===== src/sv/stepper_travel_and_stall_monitor_assert.svh =====
// ----------------------------------------------------------------------------
// stepper travel and stall monitor assertion macros
// shared property forms, sampled on clk and disabled while rst is high
// ----------------------------------------------------------------------------
`ifndef STEPPER_TRAVEL_AND_STALL_MONITOR_ASSERT_SVH
`define STEPPER_TRAVEL_AND_STALL_MONITOR_ASSERT_SVH

// consequent checked in the same cycle as the antecedent
`define STMON_ASSERT_SAME(label, ante, cons, msg) \
  label: assert property (@(posedge clk) disable iff (rst) (ante) |-> (cons)) \
    else $error(msg);

// consequent checked in the cycle after the antecedent
`define STMON_ASSERT_NEXT(label, ante, cons, msg) \
  label: assert property (@(posedge clk) disable iff (rst) (ante) |=> (cons)) \
    else $error(msg);

`endif


===== src/sv/stmon_pkg.sv =====
// ----------------------------------------------------------------------------
// stmon_pkg
// shared types and constants of the stepper travel and stall monitor
// ----------------------------------------------------------------------------
package stmon_pkg;

  localparam int DATA_W      = 10;
  localparam int TARGET_W    = 32;
  localparam int TRAVEL_W    = 33;
  localparam int PCT_W       = 7;
  localparam int CFG_INDEX_W = 3;
  localparam int CFG_DATA_W  = 32;

  // percent scale of the learned threshold
  localparam int PCT_FULL    = 100;
  localparam int PCT_PROD_W  = DATA_W + PCT_W;

  localparam logic [PCT_W-1:0] PCT_RESET = PCT_W'(60);
  localparam logic [PCT_W-1:0] PCT_LIMIT = PCT_W'(PCT_FULL);

  typedef logic [DATA_W-1:0] data_t;

  typedef enum logic [1:0] {
    END_RUNNING,
    END_TARGET,
    END_STALL
  } end_reason_t;

  typedef enum logic [CFG_INDEX_W-1:0] {
    CFG_TARGET_STEPS,
    CFG_FORWARD,
    CFG_TRAVEL_LIMIT_ENABLE,
    CFG_STALL_CHECK,
    CFG_USE_FIXED_THRESHOLD,
    CFG_FIXED_THRESHOLD,
    CFG_STALL_PERCENT
  } cfg_index_t;

  typedef struct packed {
    logic clear;
    logic take;
    logic fixed_mode;
  } win_ctl_t;

  typedef struct packed {
    logic  was_full;
    data_t average;
  } win_stat_t;

endpackage


===== src/sv/stmon_window.sv =====
// ----------------------------------------------------------------------------
// stmon_window
// load reading shift line with running sums over both window lengths and
// a constant-reciprocal divide that yields the window average
// ----------------------------------------------------------------------------
`include "stepper_travel_and_stall_monitor_assert.svh"

module stmon_window import stmon_pkg::*; #(
  parameter int LEARN_WINDOW = 10,
  parameter int FIXED_WINDOW = 5
) (
  input  logic      clk,
  input  logic      rst,
  input  win_ctl_t  ctl,
  input  data_t     load_value,
  output win_stat_t stat
);

  localparam int DEPTH   = (LEARN_WINDOW > FIXED_WINDOW) ? LEARN_WINDOW : FIXED_WINDOW;
  localparam int FILL_W  = $clog2(DEPTH + 1);
  localparam int SUM_W   = $clog2(((2 ** DATA_W) - 1) * DEPTH + 1);
  localparam int RECIP_K = SUM_W + $clog2(DEPTH);
  localparam int PROD_W  = SUM_W + RECIP_K;

  // ceil(2^K / w) gives an exact floor quotient for every SUM_W-bit sum
  localparam longint unsigned RECIP_LEARN =
    ((64'd1 << RECIP_K) + LEARN_WINDOW - 1) / LEARN_WINDOW;
  localparam longint unsigned RECIP_FIXED =
    ((64'd1 << RECIP_K) + FIXED_WINDOW - 1) / FIXED_WINDOW;

  localparam logic [RECIP_K-1:0] RECIP_LEARN_V = RECIP_K'(RECIP_LEARN);
  localparam logic [RECIP_K-1:0] RECIP_FIXED_V = RECIP_K'(RECIP_FIXED);
  localparam logic [FILL_W-1:0]  LEARN_LEN     = FILL_W'(LEARN_WINDOW);
  localparam logic [FILL_W-1:0]  FIXED_LEN     = FILL_W'(FIXED_WINDOW);
  localparam logic [FILL_W-1:0]  DEPTH_LEN     = FILL_W'(DEPTH);

  data_t              taps      [DEPTH];
  data_t              taps_next [DEPTH];
  logic [FILL_W-1:0]  fill, fill_next;
  logic [SUM_W-1:0]   sum_learn, sum_learn_next;
  logic [SUM_W-1:0]   sum_fixed, sum_fixed_next;
  logic [FILL_W-1:0]  win_len;
  logic [SUM_W-1:0]   sum_sel;
  logic [RECIP_K-1:0] recip_sel;
  logic [PROD_W-1:0]  prod;
  data_t              quot;

  always_comb begin
    win_len        = ctl.fixed_mode ? FIXED_LEN : LEARN_LEN;
    taps_next      = taps;
    fill_next      = fill;
    sum_learn_next = sum_learn;
    sum_fixed_next = sum_fixed;

    if (ctl.clear) begin
      for (int i = 0; i < DEPTH; i++) begin
        taps_next[i] = '0;
      end
      fill_next      = '0;
      sum_learn_next = '0;
      sum_fixed_next = '0;
    end else if (ctl.take) begin
      taps_next[0] = load_value;
      for (int i = 1; i < DEPTH; i++) begin
        taps_next[i] = taps[i-1];
      end
      if (fill != DEPTH_LEN) begin
        fill_next = fill + 1'b1;
      end
      // new reading enters, the oldest of each window drops out
      sum_learn_next = sum_learn + SUM_W'(load_value) - SUM_W'(taps[LEARN_WINDOW-1]);
      sum_fixed_next = sum_fixed + SUM_W'(load_value) - SUM_W'(taps[FIXED_WINDOW-1]);
    end

    sum_sel   = ctl.fixed_mode ? sum_fixed_next : sum_learn_next;
    recip_sel = ctl.fixed_mode ? RECIP_FIXED_V : RECIP_LEARN_V;
    prod      = PROD_W'(sum_sel) * PROD_W'(recip_sel);
    quot      = prod[RECIP_K +: DATA_W];

    stat.was_full = (fill >= win_len);
    stat.average  = (fill_next >= win_len) ? quot : '0;
  end

  always_ff @(posedge clk) begin
    if (rst) begin
      for (int i = 0; i < DEPTH; i++) begin
        taps[i] <= '0;
      end
      fill      <= '0;
      sum_learn <= '0;
      sum_fixed <= '0;
    end else begin
      taps      <= taps_next;
      fill      <= fill_next;
      sum_learn <= sum_learn_next;
      sum_fixed <= sum_fixed_next;
    end
  end

  `STMON_ASSERT_SAME(a_fill_bounded, 1'b1, fill <= DEPTH_LEN, "window fill beyond depth")
  `STMON_ASSERT_NEXT(a_clear_empties, ctl.clear, fill == '0 && sum_learn == '0 && sum_fixed == '0, "window not empty after clear")
  `STMON_ASSERT_NEXT(a_idle_holds, !ctl.clear && !ctl.take, $stable(fill) && $stable(sum_learn) && $stable(sum_fixed), "window changed without a reading")

endmodule


===== src/sv/stepper_travel_and_stall_monitor.sv =====
// ----------------------------------------------------------------------------
// stepper_travel_and_stall_monitor
// accumulates microstep travel from a wrapping counter and ends the move on
// target travel or on a load window average below a fixed or learned threshold
// ----------------------------------------------------------------------------
//  channel  direction  handshake             payload
//  in       sink       in_valid / in_stall   start_req, step_count, load_value
//  out      source     out_valid / out_stall done_res, end_reason, travelled,
//                                            window_average
//  cfg      sink       cfg_wr_en             cfg_index, cfg_data
//
// one item per cycle sustained while the result side is not stalled; a taken
// item passes through the input register, then the result register
// travel, window and threshold state update in one pass between the two registers
// rst clears the session as if a start item had latched counter 0
// in_stall rises only while the input register is full and the result is held
// ----------------------------------------------------------------------------
`include "stepper_travel_and_stall_monitor_assert.svh"

module stepper_travel_and_stall_monitor import stmon_pkg::*; #(
  parameter int COUNTER_WRAP = 1024,
  parameter int LEARN_WINDOW = 10,
  parameter int FIXED_WINDOW = 5
) (
  input  logic                   clk,
  input  logic                   rst,
  input  logic                   cfg_wr_en,
  input  logic [CFG_INDEX_W-1:0] cfg_index,
  input  logic [CFG_DATA_W-1:0]  cfg_data,
  input  logic                   in_valid,
  output logic                   in_stall,
  input  logic                   start_req,
  input  logic [DATA_W-1:0]      step_count,
  input  logic [DATA_W-1:0]      load_value,
  output logic                   out_valid,
  input  logic                   out_stall,
  output logic                   done_res,
  output logic [1:0]             end_reason,
  output logic [TRAVEL_W-1:0]    travelled,
  output logic [DATA_W-1:0]      window_average
);

  localparam int CNT_W         = $clog2(COUNTER_WRAP);
  localparam int RED_W         = ((DATA_W > CNT_W) ? DATA_W : CNT_W) + 1;
  localparam int REDUCE_STEPS  = ((2 ** DATA_W) - 1) / COUNTER_WRAP;
  localparam logic [RED_W-1:0] WRAP_R = RED_W'(COUNTER_WRAP);
  localparam logic [CNT_W:0]   WRAP_D = (CNT_W + 1)'(COUNTER_WRAP);

  // configuration
  logic [TARGET_W-1:0] target_steps;
  logic                forward;
  logic                travel_limit_enable;
  logic                stall_check;
  logic                use_fixed_threshold;
  data_t               fixed_threshold;
  logic [PCT_W-1:0]    stall_percent;

  always_ff @(posedge clk) begin
    if (rst) begin
      target_steps        <= '0;
      forward             <= 1'b1;
      travel_limit_enable <= 1'b1;
      stall_check         <= 1'b1;
      use_fixed_threshold <= 1'b0;
      fixed_threshold     <= '0;
      stall_percent       <= PCT_RESET;
    end else if (cfg_wr_en) begin
      unique case (cfg_index_t'(cfg_index))
        CFG_TARGET_STEPS:        target_steps        <= cfg_data[TARGET_W-1:0];
        CFG_FORWARD:             forward             <= cfg_data[0];
        CFG_TRAVEL_LIMIT_ENABLE: travel_limit_enable <= cfg_data[0];
        CFG_STALL_CHECK:         stall_check         <= cfg_data[0];
        CFG_USE_FIXED_THRESHOLD: use_fixed_threshold <= cfg_data[0];
        CFG_FIXED_THRESHOLD:     fixed_threshold     <= cfg_data[DATA_W-1:0];
        CFG_STALL_PERCENT:       stall_percent       <= cfg_data[PCT_W-1:0];
        default: ;
      endcase
    end
  end

  // input register
  logic             s1_valid;
  logic             s1_start;
  logic [CNT_W-1:0] s1_count;
  data_t            s1_load;
  logic [RED_W-1:0] cnt_red;
  logic             adv;

  // counter reading taken modulo the wrap
  always_comb begin
    cnt_red = RED_W'(step_count);
    for (int i = 0; i < REDUCE_STEPS; i++) begin
      if (cnt_red >= WRAP_R) begin
        cnt_red = cnt_red - WRAP_R;
      end
    end
  end

  assign adv      = s1_valid && (!out_valid || !out_stall);
  assign in_stall = s1_valid && !adv;

  always_ff @(posedge clk) begin
    if (rst) begin
      s1_valid <= 1'b0;
    end else if (!in_stall) begin
      s1_valid <= in_valid;
    end
  end

  always_ff @(posedge clk) begin
    if (!in_stall && in_valid) begin
      s1_start <= start_req;
      s1_count <= cnt_red[CNT_W-1:0];
      s1_load  <= load_value;
    end
  end

  // session state
  logic [CNT_W-1:0]    prev_count, prev_count_next;
  logic [TRAVEL_W-1:0] travel, travel_next;
  logic                finished, finished_next;
  end_reason_t         finish_reason, finish_reason_next;
  logic                baseline_learned, baseline_learned_next;
  data_t               base_avg, base_avg_next;
  logic [PCT_W-1:0]    base_pct, base_pct_next;

  win_ctl_t  win_ctl;
  win_stat_t win_stat;

  logic [CNT_W-1:0]      cnt_before, cnt_after;
  logic [CNT_W:0]        cnt_diff, delta;
  logic [TRAVEL_W:0]     travel_sum;
  logic [TRAVEL_W-1:0]   travel_add;
  logic                  reach;
  logic [PCT_W-1:0]      pct_sat;
  logic [PCT_PROD_W-1:0] stall_lhs, stall_rhs;
  logic                  stall_learned;

  stmon_window #(
    .LEARN_WINDOW (LEARN_WINDOW),
    .FIXED_WINDOW (FIXED_WINDOW)
  ) u_window (
    .clk        (clk),
    .rst        (rst),
    .ctl        (win_ctl),
    .load_value (s1_load),
    .stat       (win_stat)
  );

  always_comb begin
    // roles swap when the counter falls
    cnt_before = forward ? prev_count : s1_count;
    cnt_after  = forward ? s1_count : prev_count;
    cnt_diff   = {1'b0, cnt_after} - {1'b0, cnt_before};
    if (cnt_after == cnt_before) begin
      delta = WRAP_D;
    end else if (cnt_after > cnt_before) begin
      delta = cnt_diff;
    end else begin
      delta = cnt_diff + WRAP_D;
    end

    travel_sum = {1'b0, travel} + (TRAVEL_W + 1)'(delta);
    travel_add = travel_sum[TRAVEL_W] ? '1 : travel_sum[TRAVEL_W-1:0];
    reach      = travel_limit_enable && (travel_add >= TRAVEL_W'(target_steps));

    pct_sat = (stall_percent > PCT_LIMIT) ? PCT_LIMIT : stall_percent;

    // avg < floor(base * pct / 100) is the same as 100 * (avg + 1) <= base * pct
    stall_lhs     = PCT_PROD_W'(win_stat.average) * PCT_PROD_W'(PCT_FULL)
                    + PCT_PROD_W'(PCT_FULL);
    stall_rhs     = PCT_PROD_W'(base_avg) * PCT_PROD_W'(base_pct);
    stall_learned = (stall_lhs <= stall_rhs);

    prev_count_next       = prev_count;
    travel_next           = travel;
    finished_next         = finished;
    finish_reason_next    = finish_reason;
    baseline_learned_next = baseline_learned;
    base_avg_next         = base_avg;
    base_pct_next         = base_pct;
    win_ctl.clear         = 1'b0;
    win_ctl.take          = 1'b0;
    win_ctl.fixed_mode    = use_fixed_threshold;

    if (adv) begin
      if (s1_start) begin
        prev_count_next       = s1_count;
        travel_next           = '0;
        finished_next         = 1'b0;
        finish_reason_next    = END_RUNNING;
        baseline_learned_next = 1'b0;
        win_ctl.clear         = 1'b1;
      end else if (!finished) begin
        travel_next     = travel_add;
        prev_count_next = s1_count;
        if (reach) begin
          finished_next      = 1'b1;
          finish_reason_next = END_TARGET;
        end else if (stall_check) begin
          win_ctl.take = 1'b1;
          if (win_stat.was_full) begin
            if (use_fixed_threshold) begin
              if (win_stat.average < fixed_threshold) begin
                finished_next      = 1'b1;
                finish_reason_next = END_STALL;
              end
            end else if (!baseline_learned) begin
              // first full window only sets the baseline
              baseline_learned_next = 1'b1;
              base_avg_next         = win_stat.average;
              base_pct_next         = pct_sat;
            end else if (stall_learned) begin
              finished_next      = 1'b1;
              finish_reason_next = END_STALL;
            end
          end
        end
      end
    end
  end

  always_ff @(posedge clk) begin
    if (rst) begin
      prev_count       <= '0;
      travel           <= '0;
      finished         <= 1'b0;
      finish_reason    <= END_RUNNING;
      baseline_learned <= 1'b0;
      out_valid        <= 1'b0;
    end else begin
      prev_count       <= prev_count_next;
      travel           <= travel_next;
      finished         <= finished_next;
      finish_reason    <= finish_reason_next;
      baseline_learned <= baseline_learned_next;
      if (adv) begin
        out_valid <= 1'b1;
      end else if (!out_stall) begin
        out_valid <= 1'b0;
      end
    end
  end

  always_ff @(posedge clk) begin
    base_avg <= base_avg_next;
    base_pct <= base_pct_next;
    if (adv) begin
      done_res       <= finished_next;
      end_reason     <= finish_reason_next;
      travelled      <= travel_next;
      window_average <= win_stat.average;
    end
  end

  `STMON_ASSERT_SAME(a_reason_tracks_done, 1'b1, finished == (finish_reason != END_RUNNING), "end reason out of step with done")
  `STMON_ASSERT_NEXT(a_start_clears, adv && s1_start, travel == '0 && !finished && !baseline_learned, "start item left session state")
  `STMON_ASSERT_NEXT(a_ended_holds, adv && !s1_start && finished, $stable(travel) && $stable(finish_reason), "ended move changed")

endmodule


===== config.mk =====
export PLATFORM = sky130hd
export DESIGN_NAME = stepper_travel_and_stall_monitor
export DESIGN_NICKNAME = d
export VERILOG_FILES = /design/src/sv/stmon_pkg.sv /design/src/sv/stmon_window.sv /design/src/sv/stepper_travel_and_stall_monitor.sv
export VERILOG_INCLUDE_DIRS = /design/src /design/src/sv
export SDC_FILE = /design/constraint.sdc
export NUM_CORES = 1
export LEC_CHECK = 0
export ABC_AREA = 0
export ABC_CLOCK_PERIOD_IN_PS = 20100
export CAP_MARGIN = 20
export CORE_AREA = 5 5 270 272
export CTS_CLUSTER_DIAMETER = 50
export DETAILED_ROUTE_END_ITERATION = 12
export DIE_AREA = 0 0 275 277
export DONT_BUFFER_PORTS = 1
export HOLD_SLACK_MARGIN = 0.12
export PLACE_DENSITY_LB_ADDON = 0.2
export SETUP_SLACK_MARGIN = 0.4
export SLEW_MARGIN = 20
export SYNTH_ARGS = -nofsm -noshare
export SYNTH_HDL_FRONTEND = slang
export SYNTH_HIERARCHICAL = 1
export SYNTH_SLANG_ARGS = --single-unit

===== constraint.sdc =====
create_clock -name clk -period 20.1 [get_ports clk]
set_clock_uncertainty 0.05 [all_clocks]
set_input_delay 4.02 -clock clk [delete_from_list [all_inputs] [get_ports clk]]
set_output_delay 4.02 -clock clk [all_outputs]
set_load 0.1 [all_outputs]

Word level (Yosys, flattened, before mapping)
Index checks and enable logic that the tools add are counted.
- register bits: 318
- bits in latches: 0
- bits in writable memories: 0
- memory bits (read-only): 0
- bits of input ports: 61
- output and inout port bits: 48
- logic and storage cells: 150
- memories: 0
- add/subtract/negate cells: 9
- multipliers: 3
- div/mod/pow operators: 0
- magnitude comparators: 7
- eq/ne operators: 12
- shifts and indexed selects: 0
- multiplexer cells: 55
- bitwise gates (word level): 5
- reduce and logical (&&, ||, !) cells: 23
- operators by type and width (cell ; count):
    $mux W33 ; 4
    $mux W14 ; 5
    $mux W10 ; 5
    $add A33 B11 Y34 ; 1
    $ge A33 B32 Y1 ; 1
    $add A14 B10 Y14 ; 2
    $mul A14 B18 Y28 ; 1
    $sub A14 B10 Y14 ; 2
    $mux W1 ; 23
    $mux W11 ; 2
    $mux W2 ; 11
    $add A17 B7 Y17 const B ; 1
    $le A17 B17 Y1 ; 1
    $mul A10 B7 Y17 ; 1
    $mux W16 ; 1
    $mux W4 ; 4
    $reduce_and A2 Y1 ; 8
    $mul A10 B5 Y15 const B ; 1
    $add A11 B11 Y11 const B ; 1
    $sub A10 B10 Y11 ; 1
    $eq A10 B10 Y1 ; 1
    $gt A10 B10 Y1 ; 1
    $lt A10 B10 Y1 ; 1
    $eq A3 B3 Y1 const B ; 3
    17 further kinds ; 32

Longest topological paths before layout
Gate-level depths: netlist of run 1.
- depth after elaboration: 30
- depth in mapped cells: 82

Cells and area by module
Netlist of run 1, hierarchy kept.
- by module, submodules not included (module ; times used ; cells each ; area each (µm²) ; sequential area each (µm²)):
    stepper_travel_and_stall_monitor ; 1 ; 1421 ; 13026.2 ; 4564.4
    stmon_window ; 1 ; 1236 ; 11217.0 ; 2642.5

Least setup slack after synthesis of run 1
No wires, ideal clock.
- path type: input-to-reg
- from: input out_stall
- to: register end_reason[0], data pin
- library setup time: 270 ps
- data arrival time: 16845 ps
- data required time: 19780 ps
- slack: 2935 ps
- stages on the path: 57
- path through: nand2_1 > nand2_1 > inv_1 > nand2_1 > nor2_1 > clkbuf_1 > and3_1 > buf_2 > buf_2 > buf_1 > mux2i_1 > nor3_1 > inv_1 > o21ai_0 > inv_1 > fa_1 > inv_1 > ha_1 > [... 21 more ...] > ha_1 > o21ai_0 > o21bai_1 > a21oi_1 > nand2b_1 > a211oi_1 > mux2_2 > or2_2 > xnor2_1 > ha_1 > a21oi_1 > nand2_1 > a211oi_1 > o211ai_1 > and4_1 > or2_2 > o2bb2ai_1 > nor2b_1
- RTL lines (element ; RTL line ; text):
    start: declaration ; stepper_travel_and_stall_monitor.sv:36 ; input logic out_stall,
    end signal: assignment ; stepper_travel_and_stall_monitor.sv:250 ; end_reason <= finish_reason_next;
    end: declaration ; stepper_travel_and_stall_monitor.sv:38 ; output logic [1:0] end_reason,

==> results of run 1 <==
registers in the layout (all words and copies together), names as in the netlist, 2 cells and up:
register / count
end_reason: 2
u_window/sum_learn: 14
s1_count: 10
u_window/sum_fixed: 14
stall_percent: 7
base_pct: 7
s1_load: 10
u_window/fill: 4
finish_reason: 2
base_avg: 10
travelled: 33
window_average: 10
fixed_threshold: 10
u_window/taps: 100
travel: 33
prev_count: 10
target_steps: 32
kinds of logic after synthesis:
logic type,count (synthesis),synth area share [%]
AND/OR/NAND/NOR,809,15.76
buffers and inverters,446,7.045
AO/OA/AOI/OAI,438,11.94
adder cells (fa/ha/maj),430,26.99
flip-flops,318,29.73
multiplexers,136,5.693
XOR/XNOR,78,2.818
other,2,0.03098
power groups by stage:
stage          registers, mW  clock network [mW]  logic, mW
2_1_floorplan          0.729                   0      0.443
3_3_place_gp           0.735                   0      0.569
3_5_place_dp           0.735                   0      0.575
4_1_cts                0.722               0.763      0.581
5_1_grt                0.723               0.790      0.663
6_report               0.721               0.737      0.570
final timing paths:
path / from / endpoint / slack (ns) / cells past startpoint
max: forward / end_reason[0] / 1.66 / 71
min: target_steps[31] / target_steps[31] / 0.41 / 2
max reg2reg: forward / end_reason[0] / 1.66 / 71
min reg2reg: target_steps[31] / target_steps[31] / 0.41 / 2
final cells by class:
cell class | instances | area share [%]
Multi-Input combinational cell | 1893 | 57.70
Sequential cell | 318 | 27.07
Inverter | 365 | 5.143
Tap cell | 950 | 4.462
Clock buffer | 52 | 4.438
Clock inverter | 28 | 0.7232
Timing Repair Buffer | 16 | 0.4649
placed cells by master (no fill, tap or decap), types with 16 or more instances in the layout:
cell	netlist	routed
ha_1	275	275
o21a_1	18	18
nand2_1	263	263
dfxtp_1	234	233
fa_1	155	155
mux2i_1	124	124
nand3_1	32	32
a21o_1	24	24
nor3_1	39	38
edfxtp_1	84	84
nand4_1	16	16
xor2_1	29	29
nor2b_1	28	27
clkbuf_16	0	45
nand2b_1	24	24
and2_1	76	75
and3_1	22	21
a211oi_1	24	24
inv_1	365	364
xnor2_1	49	49
nor2_1	244	241
o21ai_0	78	77
a21oi_1	146	144
synthesized netlist by cell type (5+ instances only):
| library cell | number | area share [%] |
|---|---|---|
| o211ai_1 | 10 | 0.31 |
| xor2_1 | 29 | 1.0 |
| edfxtp_1 | 84 | 10 |
| nand2b_1 | 24 | 0.62 |
| nor2_1 | 244 | 3.8 |
| or2_2 | 10 | 0.26 |
| inv_1 | 365 | 5.7 |
| xnor2_1 | 49 | 1.8 |
| mux2_2 | 11 | 0.51 |
| mux2i_1 | 124 | 5.1 |
| a21boi_0 | 5 | 0.15 |
| o21a_1 | 18 | 0.56 |
| nor3b_1 | 9 | 0.28 |
| nor2b_1 | 28 | 0.72 |
| o21bai_1 | 6 | 0.19 |
| o31a_1 | 9 | 0.33 |
| o311ai_0 | 5 | 0.18 |
| nand3_1 | 32 | 0.66 |
| a211oi_1 | 24 | 0.74 |
| or3_1 | 14 | 0.36 |
| fa_1 | 155 | 13 |
| o21ai_1 | 9 | 0.19 |
| o31ai_1 | 10 | 0.31 |
| clkbuf_1 | 54 | 0.84 |
| a31oi_1 | 15 | 0.39 |
| a22o_1 | 15 | 0.54 |
| nor3_1 | 39 | 0.81 |
| ha_1 | 275 | 14 |
| a21o_1 | 24 | 0.74 |
| a21oi_1 | 146 | 3.0 |
| and2_1 | 76 | 2.0 |
| and3_1 | 22 | 0.57 |
| o21ai_0 | 78 | 1.6 |
| dfxtp_1 | 234 | 19 |
| buf_2 | 15 | 0.31 |
| nand4_1 | 16 | 0.41 |
| buf_1 | 9 | 0.14 |
| nand2_1 | 263 | 4.1 |
per-layer routing:
layer / up-vias / routed length, um / GRT usage, %
li1: 8895 / - / -
met1: 8658 / 29010 / 21.87
met2: 296 / 27230 / 25.43
met3: 77 / 3057 / 3.232
met4: 0 / 1319 / 3.964
met5: - / 0 / 0
what timing repair did:
action / 4_1_cts / 5_1_grt
gates resized for setup: 0 / 7
endpoints found under the setup margin: 0 / 6
setup buffers: 0 / 0
per-stage QoR:
stage / hold slack, ns / cell area (um^2) / utilization, %
after floorplan: 0.3863 / 24240 / -
after global placement: 0.3983 / 25240 / 35.80
after detailed placement: 0.3997 / 25240 / 35.80
after CTS: 0.4082 / 26610 / 37.75
after global routing: 0.4277 / 26640 / 37.79
final: 0.4078 / 26640 / 37.79
worst reg2reg max path, delay by kind of cell (launching register included):
| family | cells | cell delay, ns |
|---|---|---|
| adder cells (fa/ha/maj) | 15 | 5.69 |
| buffers and inverters | 8 | 0.72 |
| flip-flops | 1 | 0.52 |
| AO/OA/AOI/OAI | 23 | 5.15 |
| XOR/XNOR | 2 | 0.25 |
| multiplexers | 2 | 0.78 |
| AND/OR/NAND/NOR | 21 | 5.04 |
==> impl_metrics.tcl, run 1 <==
set metrics [dict create \
    yosys_warnings 6 \
    port-buffer-count 0 \
    power.total_mw 2.028 \
    cp_top_family "adder cells" \
    yosys_register_bits 318 \
    syn_to_final_growth_pct 9.894 \
    min_path_type "register to register" \
    fp-row-count 98 \
    fillers 7093 \
    grt_setup_unrepaired "false" \
    place.gp.congestion 0.8677 \
    dieArea_mm2 0.07618 \
    finalNonFillerCells 3622 \
    cts_tree "built" \
    clk_pin_slew_ns 0.06 \
    worstPathArrival_ns 18.70 \
    ys_seq_area_share_pct 29.73 \
    cts.htree.levels 2 \
    drive_gt1_share_pct 5.951 \
    ff_latch_area_mm2 0.007211 \
    synth-main-ff-cell "dfxtp_1" \
    multi_input_area_mm2 0.01537 \
    max_stage_delay_ns 0.79 \
    clock_sinks 318 \
    leakage_nw 11.65 \
    power_frac_seq_pct 35.6 \
    cts_buffer_depth 3 \
    antenna_left 0 \
    via_count 17930 \
    grt_usage_pct 15.83 \
    power_frac_comb_pct 28.1 \
    clkLatencyLatePin_ns 0.57 \
    cp_slowest_cell "or4b_2" \
    die_h_um 277 \
    synth_fp_nets 3148 \
    finalHoldViolCount 0 \
    nets 3129 \
    antenna_found_initial 1 \
    grt_pass1_vias 18330 \
    syn-cell-area_mm2 0.02424 \
    setup_tns_ns 0 \
    antenna_cells 0 \
    vias_per_cell 4.949 \
    post-place-cells 3542 \
    synth_enable_flop_cells 84 \
    io_pins 109 \
    slew_headroom_pct 25.38 \
    worstMarginPinSlew_ns 1.116 \
    power_switching_mw 0.6970 \
    place_ws_ns 0.9310 \
    cp-end-kind "register" \
    async_flop_share_pct 0 \
    cts_root_buffer "clkbuf_16" \
    cpMostUsedCell "ha_1" \
    gr-total-overflow 0 \
    peakVddDrop_v 0.00005674 \
    clkPwrFrac_pct 36.3 \
    initial_core_util_pct 34.39 \
    critPathKind "register to register" \
    synthCells 2657 \
    synth_cell_types 99 \
    slew_violations 0 \
    firstDrtPassIters 5 \
    critPathMaxFanout 31 \
    grt_max_degree 103 \
    syn_avg_cell_area_um2 9.124 \
    drtIter0Drc 828 \
    worst-path-buf-inv 8 \
    fmax_mhz 54.22 \
    grt_pass1_wl_mm 98.39 \
    cp-start-kind "register" \
    finalSetupViolCount 0 \
    cts_hold_buf 0 \
    dieWidth_um 275 \
    numCtsBuffers 44 \
    intPower_mw 1.331 \
    cap_violations 0 \
    hpwl_mm 47.31 \
    crit_required_ns 20.36 \
    power_density_mw_per_mm2 76.11 \
    finalCritPeriodShare_pct 91.75 \
    timing.final.ws_setup_ns 1.657 \
    drc 0 \
    wire_per_inst_um 16.74 \
    outcome "finished, final reports clean" \
    totalWireLength_mm 60.62 \
    core_mm2 0.07051 \
    min_period_ns 18.44 \
    swShare_pct 34.37 \
]
Power figures use the tool's default switching activity.
==> run 2: changes to the inputs <==
--- a/config.mk
+++ b/config.mk
@@ -15,6 +15,7 @@
 export DIE_AREA = 0 0 275 277
 export DONT_BUFFER_PORTS = 1
 export HOLD_SLACK_MARGIN = 0.12
+export MAX_ROUTING_LAYER = met4
 export PLACE_DENSITY_LB_ADDON = 0.2
 export SETUP_SLACK_MARGIN = 0.4
 export SLEW_MARGIN = 20
==> impl_metrics.tcl, run 2 (synthesized netlist as in run 1, its figures left out) <==
set metrics [dict create \
    outcome "finished, final reports clean" \
    worstMarginPinSlew_ns 1.117 \
    finalSetupViolCount 0 \
    critPathKind "register to register" \
    vias_per_cell 4.929 \
    leakage_nw 11.78 \
    power_switching_mw 0.7138 \
    max_stage_delay_ns 0.68 \
    firstDrtPassIters 7 \
    via_count 17890 \
    cts.htree.levels 2 \
    peakVddDrop_v 0.00007225 \
    intPower_mw 1.418 \
    use_met2_pct 25.67 \
    largest_reg_flops 100 \
    grt_pass1_vias 18380 \
    nets 3134 \
    cts_buffer_depth 3 \
    placed_area_mm2 0.02525 \
    core_mm2 0.07051 \
    grt_pass1_wl_mm 98.89 \
    cts_root_buffer "clkbuf_16" \
    hpwl_mm 47.49 \
    drive_gt1_share_pct 6.231 \
    finalCritPeriodShare_pct 92.19 \
    timing.final.ws_setup_ns 1.569 \
    power_density_mw_per_mm2 79.15 \
    crit_required_ns 20.36 \
    wire_per_inst_um 16.64 \
    clk_pin_slew_ns 0.06 \
    drtIter0Drc 974 \
    io_pins 109 \
    initial_core_util_pct 34.39 \
    post-place-cells 3543 \
    min_path_type "register to register" \
    worstPathArrival_ns 18.79 \
    grt_setup_unrepaired "false" \
    cp-start-kind "register" \
    gr-total-overflow 0 \
    hold_ws_ns 0.4074 \
    port-buffer-count 0 \
    finalNonFillerCells 3630 \
    fp-row-count 98 \
    use_met3_pct 2.980 \
    swShare_pct 33.48 \
    drc 0 \
    cap_violations 0 \
    place_ws_ns 1.063 \
    min_period_ns 18.53 \
    syn_to_final_growth_pct 11.12 \
    final_core_util_pct 38.21 \
    cpMostUsedCell "ha_1" \
    power_frac_comb_pct 26.8 \
    clkLatencyLatePin_ns 0.60 \
    finalHoldViolCount 0 \
    clkPwrFrac_pct 39.4 \
    antenna_found_initial 0 \
    grt_max_degree 96 \
    final_common_cell "inv_1" \
    antenna_left 0 \
    slew_violations 0 \
    setup_tns_ns 0 \
    grt_util_met1_pct 22.18 \
    dieWidth_um 275 \
    critPathMaxFanout 13 \
    clock_sinks 318 \
    cp_slowest_cell "or4b_2" \
    grt_busiest_layer "met2" \
    fin_area_mm2 0.02694 \
    cp-end-kind "register" \
    fmax_mhz 53.96 \
    top_register "u_window/taps" \
    dieArea_mm2 0.07618 \
    die_h_um 277 \
    layout_common_cells "inv_1, ha_1, nand2_1" \
    power.total_mw 2.132 \
    place.gp.congestion 0.8728 \
    largestRegisters "u_window/taps (100), travel (33), travelled (33)" \
    numCtsBuffers 45 \
    totalWireLength_mm 60.42 \
    cts_tree "built" \
    cts_hold_buf 0 \
    antenna_cells 0 \
    slew_headroom_pct 25.30 \
    power_frac_seq_pct 33.8 \
    grt_usage_pct 16.36 \
]
-- run 2: cell types whose count changed in the layout (fill, tap and decap cells not counted), moves of 2 or more --
cell / before / now
bufinv_16: 0 / 4
clkinv_16: 0 / 2
clkinv_1: 5 / 3
clkinv_8: 0 / 2
buf_4: 15 / 18
clkinv_2: 6 / 1
clkbuf_16: 45 / 48
clkbuf_1: 4 / 6
-- run 2: cell type report --
class,instances,area (um^2)
timing repair inverter,1,5.005
clock inverter,27,371.6
clock buffer,57,1265
inverter,365,1374
fill,7053,43570
tap,950,1189
sequential,318,7208
timing repair buffer,19,155.1
multi-input combinational,1893,15370
-- run 2: what timing repair did --
| action | in CTS | in global routing |
|---|---|---|
| hold endpoints to repair | 0 | 0 |
| resized for setup | 0 | 9 |
| setup buffers | 0 | 2 |
| setup endpoints to repair | 0 | 6 |
-- run 2: worst paths after layout --
kind	start	end	slack (ns)	cells after the start
hold reg to reg	fixed_threshold[4]	fixed_threshold[4]	0.41	2
hold / removal	fixed_threshold[4]	fixed_threshold[4]	0.41	2
setup reg to reg	forward	end_reason[0]	1.57	73
setup / recovery	forward	end_reason[0]	1.57	73
-- run 2: power groups by stage --
stage / registers, mW / clock network, mW / logic, mW
floorplan: 0.729 / 0 / 0.443
CTS: 0.721 / 0.865 / 0.582
detailed placement: 0.735 / 0 / 0.578
finish: 0.721 / 0.839 / 0.572
global placement: 0.734 / 0 / 0.572
global route: 0.722 / 0.895 / 0.666
-- run 2: worst max-delay path, delay by kind of cell, from the launching register on --
family | cells | cell delay, ns
AO/OA/AOI/OAI | 27 | 6.04
adder cells (fa/ha/maj) | 15 | 5.82
AND/OR/NAND/NOR | 19 | 4.15
buffers and inverters | 9 | 0.80
multiplexers | 2 | 0.76
flip-flops | 1 | 0.43
XOR/XNOR | 1 | 0.14
-- run 2: metal layers --
layer | wire, um | vias to the layer above
met4 | 1190 | 0
met5 | 0 | -
met3 | 2600 | 64
met2 | 27460 | 260
li1 | - | 8928
met1 | 29160 | 8639
==> run 3: changes to the inputs <==
--- a/config.mk
+++ b/config.mk
@@ -9,10 +9,10 @@
 export ABC_AREA = 0
 export ABC_CLOCK_PERIOD_IN_PS = 20100
 export CAP_MARGIN = 20
-export CORE_AREA = 5 5 270 272
+export CORE_AREA = 5 5 296 298
 export CTS_CLUSTER_DIAMETER = 50
 export DETAILED_ROUTE_END_ITERATION = 12
-export DIE_AREA = 0 0 275 277
+export DIE_AREA = 0 0 301 303
 export DONT_BUFFER_PORTS = 1
 export HOLD_SLACK_MARGIN = 0.12
 export MAX_ROUTING_LAYER = met4
==> impl_metrics.tcl, run 3 (synthesized netlist as in run 1, its figures left out) <==
set metrics [dict create \
    outcome "finished, final reports clean" \
    finalSetupViolCount 0 \
    grt_pass1_vias 18300 \
    grt_setup_unrepaired "false" \
    clkLatencyLatePin_ns 0.60 \
    hpwl_mm 48.21 \
    clk_pin_slew_ns 0.05 \
    largest_reg_flops 100 \
    fp-row-count 107 \
    critPathKind "register to register" \
    core_mm2 0.08461 \
    setup_tns_ns 0 \
    fin_area_mm2 0.02738 \
    port-buffer-count 0 \
    top_register "u_window/taps" \
    max_stage_delay_ns 0.74 \
    drtIter0Drc 933 \
    cpMostUsedCell "ha_1" \
    power.total_mw 2.239 \
    power_density_mw_per_mm2 81.77 \
    io_pins 109 \
    worstPathArrival_ns 18.92 \
    finalCritPeriodShare_pct 92.62 \
    min_period_ns 18.62 \
    hold_depth 2 \
    fmax_mhz 53.72 \
    cap_violations 0 \
    finalNonFillerCells 3833 \
    syn_to_final_growth_pct 12.93 \
    nets 3137 \
    hold_ws_ns 0.4046 \
    reg2reg_to "end_reason[0]" \
    cp-end-kind "register" \
    final_common_cell "inv_1" \
    totalWireLength_mm 61.74 \
    hold_end "target_steps[13]" \
    critPathMaxFanout 31 \
    postCtsSetupBuffers 0 \
    slew_violations 0 \
    vias_per_cell 4.693 \
    drive_gt1_share_pct 6.771 \
    dieWidth_um 301 \
    place.gp.congestion 0.8575 \
    final_core_util_pct 32.36 \
    hold_start "target_steps[13]" \
    antenna_found_initial 0 \
    leakage_nw 11.86 \
    cts_tree "built" \
    cts_buffer_depth 3 \
    die_h_um 303 \
    crit_required_ns 20.40 \
    r2r_start "forward" \
    min_path_type "register to register" \
    placed_area_mm2 0.02548 \
    drc 0 \
    peakVddDrop_v 0.00006243 \
    grt_max_degree 82 \
    r2r_setup_slack_ns 1.48 \
    initial_core_util_pct 28.65 \
    grt_usage_pct 13.86 \
    cp_slowest_cell "or4b_2" \
    worstMarginPinSlew_ns 1.152 \
    cp-start-kind "register" \
    slew_headroom_pct 23.39 \
    antenna_left 0 \
    wire_per_inst_um 16.11 \
    finalHoldViolCount 0 \
    ff2ff_path_depth 70 \
    largestRegisters "u_window/taps (100), travel (33), travelled (33)" \
    numCtsBuffers 51 \
    grt_pass1_wl_mm 99.19 \
    dieArea_mm2 0.09120 \
    cts.htree.levels 2 \
    clock_sinks 318 \
    timing.final.ws_setup_ns 1.483 \
    via_count 17990 \
    post-place-cells 3736 \
    place_ws_ns 0.9764 \
    firstDrtPassIters 5 \
    cts_hold_buf 0 \
    layout_common_cells "inv_1, ha_1, nand2_1" \
    gr-total-overflow 0 \
    cts_root_buffer "clkbuf_16" \
]
==> run 3: cell count changes in the layout (fill, tap and decap cells not counted), moves of 2 or more <==
cell	previous run	this run
clkbuf_16	48	56
clkinvlp_4	1	9
inv_8	1	3
clkinv_2	1	3
clkbuf_1	6	1
clkinv_1	3	1
buf_4	18	15
inv_6	8	5
==> run 3: critical path: cells and delay by family (launching register included) <==
| kind | cells | cell delay (ns) |
|---|---|---|
| DFF | 1 | 0.48 |
| AOI/OAI and AO/OA | 25 | 5.32 |
| buffers and inverters | 6 | 0.58 |
| xor gates and xnor gates | 2 | 0.23 |
| adders and majority gates | 15 | 5.68 |
| muxes | 2 | 0.70 |
| and+or+nand+nor | 20 | 5.28 |
==> run 3: what timing repair did <==
item                                    CTS  global route
hold endpoints to repair                  0             0
endpoints found under the setup margin    0             6
resized for setup                         0             6
==> run 3: routing by layer <==
| metal | global-route usage, % | up-vias | part of all wire, % |
|---|---|---|---|
| li1 | - | 8935 | - |
| met5 | - | - | 0 |
| met4 | 3.919 | 0 | 2.4 |
| met2 | 21.81 | 293 | 45 |
| met1 | 18.60 | 8677 | 49 |
| met3 | 2.240 | 84 | 3.8 |
==> run 3: area by class of cell <==
class | count | area (um^2)
Timing Repair Buffer | 16 | 123.9
Multi-Input combinational cell | 1893 | 15360
Tap cell | 1144 | 1431
Inverter | 365 | 1374
Timing Repair inverter | 1 | 5.005
Sequential cell | 318 | 7208
Antenna cell | 1 | 2.502
Clock buffer | 62 | 1468
Clock inverter | 33 | 400.4
Fill cell | 8886 | 57230
==> run 3: report_power, final <==
group / total, mW / internal, mW / leakage (nW) / switching [mW]
registers: 0.721 / 0.676 / 2.65 / 0.0452
clock network: 0.941 / 0.593 / 0.894 / 0.348
logic: 0.576 / 0.231 / 8.31 / 0.345
total: 2.24 / 1.50 / 11.9 / 0.739
==> run 3: how the worst max path moves through the flow <==
stage / start / end / depth (start not counted)
after global routing: forward / end_reason[0] / 71
final: forward / end_reason[0] / 70
after CTS: forward / end_reason[0] / 74
after detailed placement: forward / end_reason[0] / 74
after global placement: forward / end_reason[0] / 75
after floorplan: out_stall / end_reason[0] / 57
